File: config.mk
export PLATFORM = sky130hd
export DESIGN_NAME = pda_ctrl
export DESIGN_NICKNAME = d
export VERILOG_FILES = /design/src/pda_pkg.sv /design/src/pda_ctrl.sv
export SDC_FILE = /design/constraint.sdc
export NUM_CORES = 1
export LEC_CHECK = 0
export ABC_AREA = 1
export BUFFER_PORTS_ARGS = -buffer_cell sky130_fd_sc_hd__buf_2
export CAP_MARGIN = 20
export CORE_UTILIZATION = 40
export CTS_CLUSTER_SIZE = 25
export DETAILED_ROUTE_END_ITERATION = 7
export GPL_ROUTABILITY_DRIVEN = 0
export MAX_ROUTING_LAYER = met4
export PLACE_DENSITY_LB_ADDON = 0.08
export SYNTH_ARGS = -nofsm -noshare
export SYNTH_HDL_FRONTEND = slang
export SYNTH_SLANG_ARGS = --single-unit
File: constraint.sdc
create_clock -name clock -period 3.2 [get_ports clock]
set_input_delay 0.64 -clock clock [delete_from_list [all_inputs] [get_ports clock]]
set_output_delay 0.64 -clock clock [all_outputs]
set_load 0.01 [all_outputs]
File: src/pda_pkg.sv
package pda_pkg;

   localparam int NUM_STATES_DEF  = 32;
   localparam int TABLE_SIZE_DEF  = 64;
   localparam int STACK_DEPTH_DEF = 1024;
   localparam int PUSH_MAX_DEF    = 4;
   localparam int EPS_LIMIT_DEF   = 10;

   typedef enum logic [1:0] {
      OP_LOAD   = 2'd0,
      OP_START  = 2'd1,
      OP_FEED   = 2'd2,
      OP_FINISH = 2'd3
   } op_type;

   localparam logic [1:0] ST_OK       = 2'd0;
   localparam logic [1:0] ST_NO_MATCH = 2'd1;
   localparam logic [1:0] ST_DEAD     = 2'd2;

   localparam logic REG_INITIAL_STATE = 1'b0;
   localparam logic REG_ACCEPT_MASK   = 1'b1;

   typedef struct packed {
      logic [1:0]  operation;
      logic [5:0]  slot;
      logic        entry_valid;
      logic [4:0]  source_state;
      logic [7:0]  symbol;
      logic        is_epsilon;
      logic        needs_empty;
      logic [7:0]  top_symbol;
      logic [4:0]  next_state;
      logic [2:0]  push_count;
      logic [31:0] push_symbols;
   } req_type;

   typedef struct packed {
      logic [1:0]  status;
      logic        accepted;
      logic [4:0]  current_state;
      logic [10:0] stack_depth;
      logic        overflow;
      logic [3:0]  epsilon_steps;
   } rsp_type;

   typedef struct packed {
      logic [4:0]  src;
      logic [7:0]  sym;
      logic        eps;
      logic        empty;
      logic [7:0]  top;
      logic [4:0]  next;
      logic [2:0]  count;
      logic [31:0] pushes;
   } tbl_entry_type;

   typedef struct packed {
      logic capture;
      logic load;
      logic start;
      logic mark_dead_seen;
      logic top_rd;
      logic scan_init;
      logic scan_step;
      logic apply;
      logic push;
      logic set_dead;
      logic rsp_load;
   } cmd_type;

   typedef struct packed {
      logic [1:0] op;
      logic       dead;
      logic       match;
      logic       scan_end;
      logic       push_done;
      logic       eps_full;
      logic       rsp_free;
   } sts_type;

endpackage

File: src/pda_ctrl.sv
module pda_ctrl (
   input  logic              clock,
   input  logic              reset,
   input  logic              req_valid,
   output logic              req_ready,
   input  pda_pkg::sts_type  sts,
   output pda_pkg::cmd_type  cmd
);

   typedef enum logic [6:0] {
      S_IDLE   = 7'b0000001,
      S_DISP   = 7'b0000010,
      S_SCAN   = 7'b0000100,
      S_APPLY  = 7'b0001000,
      S_PUSH   = 7'b0010000,
      S_RESCAN = 7'b0100000,
      S_RESP   = 7'b1000000
   } state_type;

   state_type state_ff, state_in;

   always_comb begin
      state_in = state_ff;
      cmd      = '0;
      unique case (state_ff)
         S_IDLE: begin
            if (req_valid) begin
               cmd.capture = 1'b1;
               state_in    = S_DISP;
            end
         end
         S_DISP: begin
            priority if (sts.op == pda_pkg::OP_LOAD) begin
               cmd.load = 1'b1;
               state_in = S_RESP;
            end else if (sts.op == pda_pkg::OP_START) begin
               cmd.start = 1'b1;
               state_in  = S_RESP;
            end else if (sts.dead) begin
               cmd.mark_dead_seen = 1'b1;
               state_in           = S_RESP;
            end else begin
               cmd.top_rd    = 1'b1;
               cmd.scan_init = 1'b1;
               state_in      = S_SCAN;
            end
         end
         S_SCAN: begin
            priority if (sts.match) begin
               state_in = S_APPLY;
            end else if (sts.scan_end) begin
               cmd.set_dead = (sts.op == pda_pkg::OP_FEED);
               state_in     = S_RESP;
            end else begin
               cmd.scan_step = 1'b1;
            end
         end
         S_APPLY: begin
            cmd.apply = 1'b1;
            state_in  = S_PUSH;
         end
         S_PUSH: begin
            priority if (!sts.push_done) begin
               cmd.push = 1'b1;
            end else if (sts.op == pda_pkg::OP_FEED || sts.eps_full) begin
               state_in = S_RESP;
            end else begin
               state_in = S_RESCAN;
            end
         end
         S_RESCAN: begin
            cmd.top_rd    = 1'b1;
            cmd.scan_init = 1'b1;
            state_in      = S_SCAN;
         end
         S_RESP: begin
            if (sts.rsp_free) begin
               cmd.rsp_load = 1'b1;
               state_in     = S_IDLE;
            end
         end
         default: state_in = S_IDLE;
      endcase
   end

   always_ff @(posedge clock) begin
      if (reset) begin
         state_ff <= S_IDLE;
      end else begin
         state_ff <= state_in;
      end
   end

   assign req_ready = (state_ff == S_IDLE);

endmodule

Word-level counts from Yosys, hierarchy flattened --
Cells that the tools add are included. Widths: inputs -> output; s select.
Word-level totals: bits in registers 7, word-level logic and storage cells 48
Cells by class: reduce and logical (&&, ||, !) cells 3, equal/unequal tests 13, muxes and demuxes 31
Operator list (number):
- $mux 7 | 9
- $pmux 7 s7 | 1
- $mux 1 | 16
- $eq 7x1->1 const B | 1
- $eq 7x2->1 const B | 1
- $eq 7x3->1 const B | 1
- $eq 7x4->1 const B | 1
- $eq 7x5->1 const B | 1
- $eq 7x6->1 const B | 1
- $eq 7x7->1 const B | 1
- $mux 3 | 2
- $ne 2x2->1 const B | 3
- $mux 4 | 1
- $pmux 2 s2 | 1
- $reduce_and 4->1 | 1
- $ne 3x3->1 const B | 1
- $eq 2x1->1 const B | 1
- $eq 2x2->1 const B | 1
- $logic_not 2->1 | 1
- $mux 2 | 1
- $logic_or 1x1->1 | 1

Longest topological paths before layout --
depth in word-level cells 5, mapped depth 9, mapped depth without buffers 9

Worst setup path after synthesis --
Ideal clock, no wire load.
path type in2out, start point input sts[5] (netlist bit), end point output cmd[6] (netlist bit), cell stages on the path 6, setup slack 1.392 ns, path buffers 1, arrival 1.168 ns, cell sequence inv_1 nand2_1 inv_1 a21oi_1 inv_1 buf_4
RTL lines:
- from (decl) | RTL line pda_ctrl.sv:6 | input pda_pkg::sts_type sts,
- to (decl) | RTL line pda_ctrl.sv:7 | output pda_pkg::cmd_type cmd

==> metrics.txt <==
drt first pass iters=4; number of global-route vias before repair=553; area of all placed cells without fillers=713.2 um^2; first element of the critical path=state_ff[6]; Setup TNS=0 ns; Yosys warning count=0; shortest clock period the worst path allows after layout=2.084 ns; cell chain of the critical path=nor2_1, nand2_1, nor2_2, nand2_1, nor4_1, buf_2; syn_nets=109; filler cell count in the final layout=137; most prevalent standard cell on the critical path=sky130_fd_sc_hd__nand2_1; share of the cycle needed by the critical path after routing=65.12%; number of instances resized during post-cts repair=0; Starting Density=43.37%; number of antenna violations at the first check in global routing=0; number of different library cells in the post-synthesis netlist=17; vias per std cell=4.674; area overhead of the layout relative to synthesis=26.39%; basic-gate share of the synthesized area counting and, or, nand and nor cells=54.55%; top flop regs=state_ff x7; DRC=0; core box area=0.001301 mm^2; met3 Track Usage GR=8.523%; final setup vio count=0; top-area cell type share of the netlist area=24.83%; CP endpoint kind=output pin; Die Width=39.56 um; crit path kind=reg -> out; max FFs per register=7; deepest clock path buffer count=2; outcome=finished clean; number of sinks handled by clock tree synthesis=7; fraction of synthesized cell area in xor and xnor cells=0%; met2 track demand over resource=34.43%; number of placed I/O pins=23; total die area=0.001565 mm^2; Critical path buffers and inverters=1; cts bufs inserted=3; Congestion Overflow GR=0; share of post-route cells with drive strength above 1=30.08%; fraction of synthesized area in multiplexers=0%; area fraction in compound gates after synthesis=3.991%; RSZ-0062 raised after global routing=no; power density over the cells=389.5 mW/mm^2; average wire per standard cell=8.696 um; Flop pwr share=36.2%; combinational group share of total power=33.3%; total internal power=0.1738 mW; Root Buffer Master=sky130_fd_sc_hd__clkbuf_4; synthesized netlist cell count=98; clock network fraction of design power=30.4%; Post-CTS Setup Repair Bufs=0; Top reg by flops=state_ff; Fin Clk Skew=0.004567 ns; wire length of the first global-routing pass=2035 um; most area-consuming cells after synthesis=sky130_fd_sc_hd__dfxtp_1, sky130_fd_sc_hd__inv_1, sky130_fd_sc_hd__nand2_1; endpoint required time on the critical path=2.56 ns; largest family of logic cells by synthesized area=simple AND/OR/NAND/NOR gates; wire length reported by the detailed router=1200 um; post-placement cell area=685.7 um^2; r2r startpoint=state_ff[1]; area of the mapped netlist=564.3 um^2; count of buffers inserted at the top-level ports=22; M1 GR Usage=21.09%; number of maximum-capacitance constraint violations=0; total number of vias=645; cell accounting for the most synthesized area=sky130_fd_sc_hd__dfxtp_1; number of levels the H-tree was split into=1; timing-limited maximum frequency=479.9 MHz; hold crit path type=reg -> reg; post-synthesis sequential element count=7; Final #Nets=135; synthesized-area fraction occupied by adder cells=0%; number of pins with negative max-slew slack in the final report=0; worst endpoint data arrival time=1.44 ns; clock slew seen by the registers of the worst setup and hold paths=0.06 ns; sw frac=37.42%; maximum net fanout on the critical path=4; crit path max-delay cell type=sky130_fd_sc_hd__dfxtp_1; VDD IR-drop max=0.2543 mV; proportion of synthesized chip area in sequential cells=24.83%; global-route usage over all layers=20.12%; drt initial violations=9; number of hold-repair buffers added at the cts stage=0; worst stage delay on the critical path=0.35 ns; hold wc startpoint=state_ff[2]; CP delay by family, top=simple AND/OR/NAND/NOR gates; floorplan row count=13; antenna viol nets, final=0; headroom to the max-slew limit=86.61%; DIE HEIGHT=39.56 um; CTS tree=yes; syn_area_per_cell=5.758 um^2; net switching power figure=0.1039 mW; maximum number of pins on one net before global-route repair=7; Final Hold Violating Endpoints=0; startpoint type of the worst setup path=flop; detailed placement HPWL=999.6 um; clock insertion delay at the later pin of the skew report=0.26 ns; Pleak=0.4482 nW; Most Used Layer, Global Route=met2; Ant. Diodes=0; pin slew with the least headroom to its limit=0.1990 ns
[area by class of cell]
class / count / area (um^2) / share of cell area [%]
sequential: 7 / 140.1 / 19.65
inverter: 23 / 86.33 / 12.11
multi-input combinational: 67 / 330.3 / 46.32
tap: 15 / 18.77 / 2.632
clock inverter: 1 / 5.005 / 0.7018
timing repair buffer: 22 / 110.1 / 15.44
clock buffer: 3 / 22.52 / 3.158
[power by group through the flow]
stage	registers [mW]	logic (mW)	clock network, mW
2_1_floorplan	0.101	0.0669	0
3_3_place_gp	0.102	0.0923	0
3_5_place_dp	0.103	0.0919	0
4_1_cts	0.101	0.0939	0.0893
5_1_grt	0.102	0.108	0.0929
6_report	0.101	0.0925	0.0846
[worst reg2reg max path: cells and delay by family, from the launching register on]
family | cells | cell delay (ns)
flops | 1 | 0.33
simple gates | 8 | 0.76
[metal layers]
metal,vias up,part of all wire (%)
met5,-,0
met2,27,47
met3,2,8.8
met1,267,43
li1,349,-
met4,0,0.75
[worst paths after layout]
kind	endpoint	slack, ns	cells after the start
max reg2reg	state_ff[0]	2.00	8
min	state_ff[2]	0.55	2
min reg2reg	state_ff[2]	0.55	2
max	cmd[1]	1.12	6
[synth_stat cells (all sizes together)]
| library cell | count |
|---|---|
| inv | 23 |
| nand2 | 23 |
| nor2 | 23 |
| nand3 | 9 |
| dfxtp | 7 |
| a21oi | 3 |
| nor3 | 3 |
| nand4 | 2 |
| nor4 | 2 |
| buf | 1 |
| nand3b | 1 |
| o21bai | 1 |
[cell usage in the layout (no fill, tap or decap)]
cell type	instances
sky130_fd_sc_hd__a21oi_1	3
sky130_fd_sc_hd__buf_2	22
sky130_fd_sc_hd__clkbuf_4	3
sky130_fd_sc_hd__clkinv_2	1
sky130_fd_sc_hd__dfxtp_1	7
sky130_fd_sc_hd__inv_1	22
sky130_fd_sc_hd__inv_2	1
sky130_fd_sc_hd__nand2_1	20
sky130_fd_sc_hd__nand2_2	3
sky130_fd_sc_hd__nand3_1	6
sky130_fd_sc_hd__nand3_2	3
sky130_fd_sc_hd__nand3b_1	1
sky130_fd_sc_hd__nand4_1	2
sky130_fd_sc_hd__nor2_1	19
sky130_fd_sc_hd__nor2_2	2
sky130_fd_sc_hd__nor2_4	2
sky130_fd_sc_hd__nor3_1	3
sky130_fd_sc_hd__nor4_1	2
sky130_fd_sc_hd__o21bai_1	1
[per-stage QoR]
| step | utilization [%] | instances | hold WS (ns) | worst slack, ns | power [mW] |
|---|---|---|---|---|---|
| final | 54.81 | 138 | 0.5455 | 1.116 | 0.2778 |
| after detailed placement | 52.69 | 134 | 0.5408 | 1.307 | 0.1946 |
| after CTS | 54.81 | 138 | 0.5501 | 1.098 | 0.2838 |
| after global routing | 54.81 | 138 | 0.6065 | 0.9112 | 0.3035 |
| after global placement | 52.69 | 134 | 0.5424 | 1.326 | 0.1946 |
| after floorplan | - | 98 | 0.5133 | 1.392 | 0.1680 |
[kinds of logic (layout without fill, tap and decap cells)]
logic type             count (synthesis)  after routing
and+or+nand+nor                       63             63
AOI/OAI and AO/OA                      4              4
DFF                                    7              7
buffers and inverters                 24             49
(Power assumes the default switching activity.)
